File: src/rtl/esip_pkg.sv
package esip_pkg;

  // Item commands.
  localparam logic CMD_TICK = 1'b0;
  localparam logic CMD_EDGE = 1'b1;

  // Configuration register indexes.
  localparam int unsigned CFG_IDX_W = 2;
  localparam logic [CFG_IDX_W-1:0] CFG_TICKS_PER_UNIT   = 2'd0;
  localparam logic [CFG_IDX_W-1:0] CFG_PERIOD_LIMIT     = 2'd1;
  localparam logic [CFG_IDX_W-1:0] CFG_SPEED_NUMERATOR  = 2'd2;
  localparam logic [CFG_IDX_W-1:0] CFG_BASE_PULSE_UNITS = 2'd3;
  localparam int unsigned CFG_DATA_W = 24;

  // Register reset values.
  localparam logic [7:0]  TICKS_PER_UNIT_RST   = 8'd5;
  localparam logic [15:0] PERIOD_LIMIT_RST     = 16'd60000;
  localparam logic [23:0] SPEED_NUMERATOR_RST  = 24'd6000000;
  localparam logic [7:0]  BASE_PULSE_UNITS_RST = 8'd25;

  // The dividend is speed_numerator / 2, so one quotient bit per step over 23 bits.
  localparam int unsigned DIV_STEPS = 23;
  localparam int unsigned DIV_CNT_W = $clog2(DIV_STEPS);
  localparam logic [15:0] SPEED_MAX = 16'hFFFF;
  localparam logic [15:0] COUNT_MAX = 16'hFFFF;

  // Commands from the controller to the datapath.
  typedef struct packed {
    logic tick_go;   // a tick word is accepted
    logic edge_go;   // an edge word is accepted, division starts
    logic div_step;  // one restoring division step
    logic div_done;  // last division step, result goes out
  } ctrl_cmd_t;

  // Status from the datapath to the controller.
  typedef struct packed {
    logic out_full;  // output register holds a word that is not taken now
  } dp_sts_t;

endpackage

File: src/rtl/esip_ctrl.sv
module esip_ctrl import esip_pkg::*; (
  input  logic       clk_i,
  input  logic       rst_ni,
  input  logic       in_valid_i,
  input  logic       command_i,
  input  dp_sts_t    sts_i,
  output logic       in_stall_o,
  output ctrl_cmd_t  cmd_o
);

  localparam logic S_IDLE = 1'b0;
  localparam logic S_DIV  = 1'b1;

  logic                 state_q, state_d;
  logic [DIV_CNT_W-1:0] cnt_q, cnt_d;
  logic                 accept;
  logic                 last_step;

  assign in_stall_o = (state_q != S_IDLE) || sts_i.out_full;
  assign accept     = in_valid_i && !in_stall_o;
  assign last_step  = (cnt_q == DIV_CNT_W'(DIV_STEPS - 1));

  always_comb begin
    cmd_o          = '0;
    cmd_o.tick_go  = accept && (command_i == CMD_TICK);
    cmd_o.edge_go  = accept && (command_i == CMD_EDGE);
    cmd_o.div_step = (state_q == S_DIV);
    cmd_o.div_done = (state_q == S_DIV) && last_step;
  end

  always_comb begin
    state_d = state_q;
    cnt_d   = cnt_q;
    unique case (state_q)
      S_IDLE: begin
        if (cmd_o.edge_go) begin
          state_d = S_DIV;
          cnt_d   = '0;
        end
      end
      S_DIV: begin
        if (last_step) begin
          state_d = S_IDLE;
        end else begin
          cnt_d = cnt_q + 1'b1;
        end
      end
      default: state_d = S_IDLE;
    endcase
  end

  always_ff @(posedge clk_i or negedge rst_ni) begin
    if (!rst_ni) begin
      state_q <= S_IDLE;
      cnt_q   <= '0;
    end else begin
      state_q <= state_d;
      cnt_q   <= cnt_d;
    end
  end

  a_div_stalls: assert property (@(posedge clk_i) disable iff (!rst_ni)
    (state_q == S_DIV) |-> in_stall_o)
    else $error("input not stalled during division");

  a_edge_starts_div: assert property (@(posedge clk_i) disable iff (!rst_ni)
    cmd_o.edge_go |=> (state_q == S_DIV) && (cnt_q == '0))
    else $error("edge word did not start the division");

  a_done_returns: assert property (@(posedge clk_i) disable iff (!rst_ni)
    cmd_o.div_done |=> (state_q == S_IDLE))
    else $error("controller did not return to idle after division");

  a_out_free_in_div: assert property (@(posedge clk_i) disable iff (!rst_ni)
    (state_q == S_DIV) |-> !sts_i.out_full)
    else $error("output register occupied while a division runs");

endmodule

File: src/rtl/esip_dpath.sv
module esip_dpath import esip_pkg::*; (
  input  logic                  clk_i,
  input  logic                  rst_ni,
  input  logic                  cfg_we_i,
  input  logic [CFG_IDX_W-1:0]  cfg_index_i,
  input  logic [CFG_DATA_W-1:0] cfg_data_i,
  input  logic [2:0]            switch_code_i,
  input  ctrl_cmd_t             cmd_i,
  output dp_sts_t               sts_o,
  output logic                  out_valid_o,
  input  logic                  out_stall_i,
  output logic                  injector_on_o,
  output logic [15:0]           speed_o,
  output logic                  speed_updated_o
);

  // Configuration registers.
  logic [7:0]  ticks_per_unit_q;
  logic [15:0] period_limit_q;
  logic [23:0] speed_numerator_q;
  logic [7:0]  base_pulse_units_q;

  // Block state.
  logic [7:0]  prescale_q, prescale_d;
  logic [15:0] period_q, period_d;
  logic        active_q, active_d;
  logic [15:0] pulse_cnt_q, pulse_cnt_d;
  logic [15:0] speed_q;

  // Divider.
  logic [DIV_STEPS-1:0] dq_q;
  logic [15:0]          rem_q;
  logic [15:0]          dvsr_q;
  logic [16:0]          rem_sh;
  logic                 q_bit;
  logic [15:0]          rem_nx;
  logic [DIV_STEPS-1:0] dq_nx;
  logic [15:0]          quot_sat;

  // Output register and the injector level held across a division.
  logic        out_valid_q;
  logic        out_inj_q;
  logic [15:0] out_speed_q;
  logic        out_upd_q;
  logic        pend_inj_q;

  // Tick arithmetic.
  logic [8:0]  pre_inc;
  logic        unit_wrap;
  logic [16:0] period_inc;
  logic [15:0] pulse_limit;
  logic        act_mid;
  logic [15:0] cnt_mid;

  always_ff @(posedge clk_i or negedge rst_ni) begin
    if (!rst_ni) begin
      ticks_per_unit_q   <= TICKS_PER_UNIT_RST;
      period_limit_q     <= PERIOD_LIMIT_RST;
      speed_numerator_q  <= SPEED_NUMERATOR_RST;
      base_pulse_units_q <= BASE_PULSE_UNITS_RST;
    end else if (cfg_we_i) begin
      unique case (cfg_index_i)
        CFG_TICKS_PER_UNIT:   ticks_per_unit_q   <= cfg_data_i[7:0];
        CFG_PERIOD_LIMIT:     period_limit_q     <= cfg_data_i[15:0];
        CFG_SPEED_NUMERATOR:  speed_numerator_q  <= cfg_data_i[23:0];
        CFG_BASE_PULSE_UNITS: base_pulse_units_q <= cfg_data_i[7:0];
        default: ;
      endcase
    end
  end

  assign pulse_limit = 16'(base_pulse_units_q) << switch_code_i;
  assign pre_inc     = {1'b0, prescale_q} + 9'd1;
  assign unit_wrap   = (pre_inc >= {1'b0, ticks_per_unit_q});
  assign period_inc  = {1'b0, period_q} + {16'd0, unit_wrap};

  always_comb begin
    prescale_d  = prescale_q;
    period_d    = period_q;
    act_mid     = active_q;
    cnt_mid     = pulse_cnt_q;
    if (cmd_i.tick_go) begin
      prescale_d = unit_wrap ? 8'd0 : pre_inc[7:0];
      // A lowered limit also clamps a count that did not advance.
      period_d   = (period_inc > {1'b0, period_limit_q}) ? period_limit_q : period_inc[15:0];
      if (unit_wrap && active_q && (pulse_cnt_q != COUNT_MAX)) begin
        cnt_mid = pulse_cnt_q + 16'd1;
      end
    end else if (cmd_i.edge_go) begin
      period_d = '0;
      act_mid  = 1'b1;
    end
    active_d    = act_mid;
    pulse_cnt_d = cnt_mid;
    if ((cmd_i.tick_go || cmd_i.edge_go) && act_mid && (cnt_mid > pulse_limit)) begin
      active_d    = 1'b0;
      pulse_cnt_d = '0;
    end
  end

  always_ff @(posedge clk_i or negedge rst_ni) begin
    if (!rst_ni) begin
      prescale_q  <= '0;
      period_q    <= '0;
      active_q    <= 1'b0;
      pulse_cnt_q <= '0;
    end else begin
      prescale_q  <= prescale_d;
      period_q    <= period_d;
      active_q    <= active_d;
      pulse_cnt_q <= pulse_cnt_d;
    end
  end

  // Restoring division of numerator/2 by the period count. A zero divisor
  // yields all ones, which saturates like any oversized quotient.
  assign rem_sh   = {rem_q, dq_q[DIV_STEPS-1]};
  assign q_bit    = (rem_sh >= {1'b0, dvsr_q});
  assign rem_nx   = q_bit ? 16'(rem_sh - {1'b0, dvsr_q}) : rem_sh[15:0];
  assign dq_nx    = {dq_q[DIV_STEPS-2:0], q_bit};
  assign quot_sat = (dq_nx[DIV_STEPS-1:16] != '0) ? SPEED_MAX : dq_nx[15:0];

  always_ff @(posedge clk_i) begin
    if (cmd_i.edge_go) begin
      dq_q       <= speed_numerator_q[23:1];
      rem_q      <= '0;
      dvsr_q     <= period_q;
      pend_inj_q <= active_d;
    end else if (cmd_i.div_step) begin
      dq_q  <= dq_nx;
      rem_q <= rem_nx;
    end
  end

  always_ff @(posedge clk_i or negedge rst_ni) begin
    if (!rst_ni) begin
      speed_q <= '0;
    end else if (cmd_i.div_done) begin
      speed_q <= quot_sat;
    end
  end

  always_ff @(posedge clk_i or negedge rst_ni) begin
    if (!rst_ni) begin
      out_valid_q <= 1'b0;
    end else if (cmd_i.tick_go || cmd_i.div_done) begin
      out_valid_q <= 1'b1;
    end else if (!out_stall_i) begin
      out_valid_q <= 1'b0;
    end
  end

  always_ff @(posedge clk_i) begin
    if (cmd_i.tick_go) begin
      out_inj_q   <= active_d;
      out_speed_q <= speed_q;
      out_upd_q   <= 1'b0;
    end else if (cmd_i.div_done) begin
      out_inj_q   <= pend_inj_q;
      out_speed_q <= quot_sat;
      out_upd_q   <= 1'b1;
    end
  end

  assign sts_o.out_full  = out_valid_q && out_stall_i;
  assign out_valid_o     = out_valid_q;
  assign injector_on_o   = out_inj_q;
  assign speed_o         = out_speed_q;
  assign speed_updated_o = out_upd_q;

endmodule

File: src/rtl/engine_speed_injection_pulse_unit.sv
// Channel   Direction  Handshake               Word
// in        input      in_valid_i/in_stall_o   command_i, switch_code_i
// out       output     out_valid_o/out_stall_i injector_on_o, speed_o, speed_updated_o
// cfg       input      cfg_we_i                cfg_index_i, cfg_data_i
//
// A tick word's result is registered at the accepting edge.
// An edge word is accepted and then runs through 23 steps of the serial divider.
// Reset restores the register defaults and clears all counters and the output valid flag.
// A new word is taken only when no division runs and the output register is
// empty or being taken in the same cycle.
module engine_speed_injection_pulse_unit import esip_pkg::*; (
  input  logic                  clk_i,
  input  logic                  rst_ni,
  input  logic                  in_valid_i,
  output logic                  in_stall_o,
  input  logic                  command_i,
  input  logic [2:0]            switch_code_i,
  output logic                  out_valid_o,
  input  logic                  out_stall_i,
  output logic                  injector_on_o,
  output logic [15:0]           speed_o,
  output logic                  speed_updated_o,
  input  logic                  cfg_we_i,
  input  logic [CFG_IDX_W-1:0]  cfg_index_i,
  input  logic [CFG_DATA_W-1:0] cfg_data_i
);

  ctrl_cmd_t cmd;
  dp_sts_t   sts;

  esip_ctrl u_ctrl (
    .clk_i      (clk_i),
    .rst_ni     (rst_ni),
    .in_valid_i (in_valid_i),
    .command_i  (command_i),
    .sts_i      (sts),
    .in_stall_o (in_stall_o),
    .cmd_o      (cmd)
  );

  esip_dpath u_dpath (
    .clk_i           (clk_i),
    .rst_ni          (rst_ni),
    .cfg_we_i        (cfg_we_i),
    .cfg_index_i     (cfg_index_i),
    .cfg_data_i      (cfg_data_i),
    .switch_code_i   (switch_code_i),
    .cmd_i           (cmd),
    .sts_o           (sts),
    .out_valid_o     (out_valid_o),
    .out_stall_i     (out_stall_i),
    .injector_on_o   (injector_on_o),
    .speed_o         (speed_o),
    .speed_updated_o (speed_updated_o)
  );

endmodule

File: config.mk
export PLATFORM = sky130hd
export DESIGN_NAME = engine_speed_injection_pulse_unit
export DESIGN_NICKNAME = d
export VERILOG_FILES = /design/src/rtl/esip_pkg.sv /design/src/rtl/esip_ctrl.sv /design/src/rtl/esip_dpath.sv /design/src/rtl/engine_speed_injection_pulse_unit.sv
export SDC_FILE = /design/constraint.sdc
export NUM_CORES = 1
export LEC_CHECK = 0
export BUFFER_PORTS_ARGS = -buffer_cell sky130_fd_sc_hd__clkbuf_2
export CAP_MARGIN = 30
export CORE_AREA = 2 2 168 170
export CTS_BUF_LIST = sky130_fd_sc_hd__clkbuf_2
export CTS_CLUSTER_DIAMETER = 200
export DETAILED_ROUTE_END_ITERATION = 8
export DIE_AREA = 0 0 170 172
export GPL_TIMING_DRIVEN = 0
export SETUP_SLACK_MARGIN = 0.15
export SLEW_MARGIN = 25
export SYNTH_ARGS = -nofsm -noshare
export SYNTH_HDL_FRONTEND = slang
export SYNTH_SLANG_ARGS = --single-unit
File: constraint.sdc
create_clock -name clk_i -period 6.85 [get_ports clk_i]
set_input_delay 0.685 -clock clk_i [delete_from_list [all_inputs] [get_ports clk_i]]
set_output_delay 0.685 -clock clk_i [all_outputs]
set_load 0.05 [all_outputs]
Word-level counts from Yosys, hierarchy flattened
Index checks and enable logic that the tools add are counted.
{"block": "word_totals", "register_bits": 194, "wordCells": 88}
{"block": "classes", "addsub": 5, "order_cmp": 4, "eq_ne": 8, "shifts": 1, "muxes": 26, "n_bitwise": 2, "n_reduce_logical": 23}
{"op": "16-bit two-way mux", "n": 10}
{"op": "23-bit two-way mux", "n": 2}
{"op": "16-bit by 1-bit adder with 17-bit output", "n": 1}
{"op": "17-bit by 16-bit greater-or-equal comparator with 1-bit output", "n": 1}
{"op": "17-bit by 16-bit > comparator with 1-bit output", "n": 1}
{"op": "16-bit by 1-bit adder with 16-bit output (second input constant)", "n": 1}
{"op": "16-bit > comparator", "n": 1}
{"op": "16-bit inequality test (second input constant)", "n": 1}
{"op": "8-bit by 3-bit left shift with 16-bit output", "n": 1}
{"op": "16-bit subtractor", "n": 1}
{"op": "5-bit two-way mux", "n": 2}
{"op": "5-bit case mux with 2 select lines", "n": 1}
{"op": "2-bit AND reduction", "n": 5}
{"op": "8-bit by 1-bit adder with 9-bit output (second input constant)", "n": 1}
{"op": "9-bit by 8-bit greater-or-equal comparator with 1-bit output", "n": 1}
{"op": "1-bit logical AND", "n": 9}
{"op": "1-bit two-way mux", "n": 9}
{"op": "8-bit two-way mux", "n": 1}
{"op": "7-bit nonzero test", "n": 1}
{"op": "2-bit nonzero test", "n": 3}
{"op": "5-bit by 1-bit adder with 5-bit output (second input constant)", "n": 1}
{"op": "5-bit == test (second input constant)", "n": 1}
{"op": "2-bit == test (second input constant)", "n": 2}
{"op": "2-bit by 1-bit inequality test with 1-bit output (second input constant)", "n": 2}
{"op": "other kinds (7)", "n": 10}

Longest topological paths before layout
{"block": "depth", "depth_word": 11, "ltp_mapped": 25, "ltp_nobuf": 21}

Hierarchy
From an unflattened synthesis, not the netlist that was laid out.
{"block": "hier_totals", "cells_unflattened": 1042, "hier_area_um2": 10885.4}
{"mod": "esip_dpath", "n_inst": 1, "cells_each": 1008, "area_each_um2": 10530.1, "seq_area_each_um2": 4907.2}
{"mod": "esip_ctrl", "n_inst": 1, "cells_each": 34, "area_each_um2": 355.3, "seq_area_each_um2": 150.1}

Least setup slack after synthesis
Ideal clock, no wire load.
{"block": "synth_timing", "path_type": "reg-to-reg", "start": "register u_dpath.prescale_q[2]", "end": "register u_dpath.period_q[12]", "t_arrival_ps": 4986, "slack_ps": 1733, "stages_incl_launch_ff": 26, "path_buffers": 4, "period_less_slack_ps": 5117, "cell_sequence": "dfrtp_1 > and3_1 > nand3_1 > nor2_1 > xor2_1 > ha_1 > and3_1 > a221oi_1 > o211a_1 > buf_4 > buf_6 > buf_2 > inv_1 > ha_1 > ha_1 > nand4_2 > nor2_2 > xor2_1 > ha_1 > a21o_1 > a21oi_1 > or3b_1 > o31a_1 > clkbuf_1 > o2111ai_1 > nand3_1"}
{"block": "synth_between", "elab_chain_len": 6}
{"element": "start: declaration", "line": "esip_dpath.sv:24", "source": "logic [7:0] prescale_q, prescale_d;"}
{"element": "start signal: assignment", "line": "esip_dpath.sv:108", "source": "prescale_q <= prescale_d;"}
{"element": "8-bit by 1-bit adder with 9-bit output (*)", "line": "esip_dpath.sv:73", "source": "assign pre_inc = {1'b0, prescale_q} + 9'd1;"}
{"element": "9-bit by 8-bit greater-or-equal comparator with 1-bit output (*)", "line": "esip_dpath.sv:74", "source": "assign unit_wrap = (pre_inc >= {1'b0, ticks_per_unit_q});"}
{"element": "16-bit by 1-bit adder with 17-bit output (*)", "line": "esip_dpath.sv:75", "source": "assign period_inc = {1'b0, period_q} + {16'd0, unit_wrap};"}
{"element": "17-bit by 16-bit > comparator with 1-bit output", "line": "esip_dpath.sv:85", "source": "period_d = (period_inc > {1'b0, period_limit_q}) ? period_limit_q : period_inc[15:0];"}
{"element": "16-bit two-way mux (*)", "line": "esip_dpath.sv:85"}
{"element": "16-bit two-way mux (*)", "line": "esip_dpath.sv:82", "source": "if (cmd_i.tick_go) begin"}
{"element": "end signal: assignment", "line": "esip_dpath.sv:109", "source": "period_q <= period_d;"}
{"element": "end: declaration", "line": "esip_dpath.sv:25", "source": "logic [15:0] period_q, period_d;"}
Mark *: on every way between the ends. The rest lies on a longest branch, timed or not.
A chain may end at the register's enable or synchronous reset.

Final worst setup path
Same ends and word-level chain as after synthesis.

==> results by group <==
Synth
  – Synth Area per Inst: 9.91 sq um
  – Mapped Nets: 1,195
  – Ys flop type: dfrtp_1
  – Cell taking the most area after synthesis: dfrtp_1
  – Top cell type's share of synthesized area: 22.3%
  – Synthesized instance count: 1,097
  – Top area cells in the synthesized netlist: dfrtp_1 22%, edfxtp_1 16%, ha_1 7.1%, mux2_2 5.7%, nand2_1 5.7%
  – Post-Syn Area: 10,900 sq um
  – Register area share after synthesis: 46.5%
  – Library cells used by synthesis: 85
  – Yosys reg bits: 193
  – Number of synthesis warnings: 0
  – Synth async-reset ratio: 61.7%
  – Post-synth EDFFs: 57

Power
  – Max VDD drop: 0.000134 V
  – Leak: 5.17 nW
  – Power Dens Cells: 356 nW/um^2
  – Pwr Total: 0.00425 W

Detailed routing
  – WL final: 26,600 microns
  – Vias per cell: 5.53
  – DRC: 0
  – ANT nets after route: 0
  – Vias: 8,479
  – First drt pass iteration count: 6
  – Wire per inst: 17.4 microns
  – DR iter-0 viols: 665

Placed design
  – Routability congestion estimate: 0.866
  – Dpl hpwl: 19,800 microns
  – Port Buffer Count: 51

Die
  – Die Width: 170 microns
  – FP Rows: 61
  – Io pins: 55
  – CORE AREA: 27,500 sq um
  – Initial core utilization: 39.6%
  – Die Ht: 172 microns
  – Die area: 29,200 sq um

Clock tree
  – CTS tree: built
  – Clock Tree Buf Depth: 2
  – Root Buffer: clkbuf_2
  – Hold Buf Count CTS: 1
  – H-Tree Depth: 4
  – Clock latency on the worst-skew pair: 780 ps
  – Num CTS Buffers: 17
  – Post-CTS Setup Bufs: 0
  – Clk pin slew, worst setup/hold paths: 350 ps
  – # resized after CTS: 0
  – Clk sinks: 193

STA
  – Worst-Margin Slew: 840 ps
  – Slew headroom: 43.4%
  – Max Fclk: 159 MHz
  – RSZ-0062 raised after global routing: no
  – Fin Clk Skew: 73.8 ps
  – Post-layout minimum cycle time: 6290 ps
  – Setup TNS: 0 ps
  – Hold slack: 123 ps
  – Post-route clock period utilization: 91.8%
  – Final setup violation count: 0
  – Pins Over Slew Limit: 0
  – Final Hold Vio Count: 0

Job
  – Max-Cap Viols: 0

Finish
  – Fillcell total: 2,715
  – Area Growth Syn to Fin: 9.76%
  – Post-layout util: 43.4%
  – Fin nets: 1,272
  – Layout cells sized above 1: 17.3%

Critical path
  – Startpoint Class: flop
  – CP required: 7470 ps
  – Setup Crit Path Kind: flop to flop
  – Most used cell, CP: ha_1
  – Critical path endpoint category: flop
  – CP max stage delay: 520 ps
  – CP Max Fanout: 10
  – Buf/Inv on CP: 5
  – Arrival time at the worst endpoint: 6910 ps
  – Worst path slowest cell: dfrtp_1
  – Family with the most delay on the worst path: compound AO/OA/AOI/OAI gates

Global route
  – Global-route wire length before repair: 43,000 microns
  – Antenna violations before repair: 1
  – GRT Total Usage: 18.6%
  – Largest net degree at the start of global routing: 65
  – Vias in the first global route: 8,196
  – GRT Residual Overflow: 0

Worst hold path
  – HP Class: input pin to flop

Outcome
  – Status: completed
registers in the layout, summed over array words and instances, names as in the netlist:
name	count
u_dpath.ticks_per_unit_q	8
u_dpath.speed_o	16
u_dpath.base_pulse_units_q	8
u_dpath.period_q	16
u_dpath.speed_q	16
u_ctrl.state_q	1
u_dpath.pend_inj_q	1
u_dpath.period_limit_q	16
u_dpath.active_q	1
u_dpath.speed_updated_o	1
u_dpath.pulse_cnt_q	16
u_dpath.dvsr_q	16
u_dpath.rem_q	16
u_ctrl.cnt_q	5
u_dpath.speed_numerator_q	23
u_dpath.out_valid_o	1
u_dpath.injector_on_o	1
u_dpath.dq_q	23
u_dpath.prescale_q	8
per-stage QoR:
step           worst slack (ps)  area, sq um  instances
2_1_floorplan              1730        10900       1097
3_3_place_gp                652        11600       1494
3_5_place_dp                746        11600       1495
4_1_cts                     617        11900       1528
5_1_grt                     229        11900       1534
6_report                    563        11900       1534
report_power, final:
part	leakage (nW)	total, W	switching [W]	internal (W)
Sequential	2.11	0.00185	0.000263	0.00159
Combinational	2.90	0.00182	0.00108	0.000744
Clock	0.154	0.000585	0.000457	0.000128
Total	5.17	0.00425	0.00179	0.00246
path summary, 6_finish.rpt:
path | slack (ps) | start | cells past startpoint | endpoint
max in group asynchronous | 5680 | rst_ni | 3 | u_dpath.period_limit_q[11]
worst min register to register | 470 | u_dpath.speed_updated_o | 2 | u_dpath.speed_updated_o
worst max-delay path | 560 | u_dpath.prescale_q[2] | 25 | u_dpath.period_q[12]
worst min-delay path | 120 | out_stall_i | 3 | u_dpath.out_valid_o
worst max register to register | 560 | u_dpath.prescale_q[2] | 25 | u_dpath.period_q[12]
min in group asynchronous | 350 | rst_ni | 2 | u_dpath.prescale_q[7]
Yosys cell counts (all sizes together), types with 19 or more instances:
library cell	instances
nand4	20
dfstp	22
dfrtp	97
nand3	54
o21ai	49
nor3	24
ha	62
clkbuf	36
nor2	68
inv	50
mux2	56
edfxtp	57
a21oi	46
xor2	24
xnor2	20
buf	19
nand2	166
worst reg2reg max path, stage by stage, from the launching register on:
cell and delay [ps]:
dfrtp_1 520, and3_1 240, nand3_1 170, nor2_1 160, xor2_1 230, ha_1 280, and3_1 200, a221oi_1 280
o211a_1 260, buf_4 200, buf_6 160, buf_2 270, inv_1 90, ha_1 240, ha_1 270, nand4_2 150
nor2_2 90, xor2_1 150, ha_1 320, a21o_1 160, a21oi_1 170, or3b_1 410, o31a_1 380, clkbuf_1 280
o2111ai_1 320, nand3_1 110
layout by cell type, fill, tap and decap left out, types with 13 or more instances in the layout:
cell	n
a21oi_1	44
and3_1	13
clkbuf_1	35
clkbuf_2	69
dfrtp_1	97
dfstp_2	22
dfxtp_1	17
edfxtp_1	57
ha_1	62
inv_1	50
mux2_2	55
nand2_1	164
nand3_1	54
nand4_1	19
nor2_1	66
nor2b_1	16
nor3_1	23
nor3b_1	14
nor4_1	15
o21ai_0	47
xnor2_1	20
xor2_1	24
cells by family (layout without fill, tap and decap cells):
group | count (synthesis) | after routing | synth area share (%)
other cells | 0 | 1 | 0
compound gates | 195 | 195 | 12.4
fa+ha+maj | 63 | 63 | 7.32
buf+inv | 107 | 197 | 4.19
mux | 65 | 65 | 6.66
flops | 193 | 193 | 46.5
simple gates | 430 | 430 | 19.4
xor+xnor | 44 | 44 | 3.54
layout make-up:
| class | instances | area (sq um) | area share [%] |
|---|---|---|---|
| Multi-Input combinational cell | 797 | 5360 | 44.9 |
| Sequential cell | 193 | 5060 | 42.4 |
| Tap cell | 346 | 433 | 3.63 |
| Timing Repair Buffer | 58 | 369 | 3.09 |
| Buffer | 55 | 262 | 2.19 |
| Inverter | 52 | 195 | 1.64 |
| Clock inverter | 14 | 165 | 1.38 |
| Clock buffer | 18 | 90.1 | 0.755 |
| Antenna cell | 1 | 2.50 | 0.0210 |
routing by layer:
layer | routed length [microns] | global-route usage [%] | vias to the layer above
met5 | 0 | 0 | -
met4 | 451 | 4.27 | 0
met3 | 1260 | 3.00 | 30
met2 | 11900 | 29.7 | 249
met1 | 13000 | 26.5 | 4086
li1 | - | - | 4114
No activity file was read; power rests on OpenSTA's default activity.
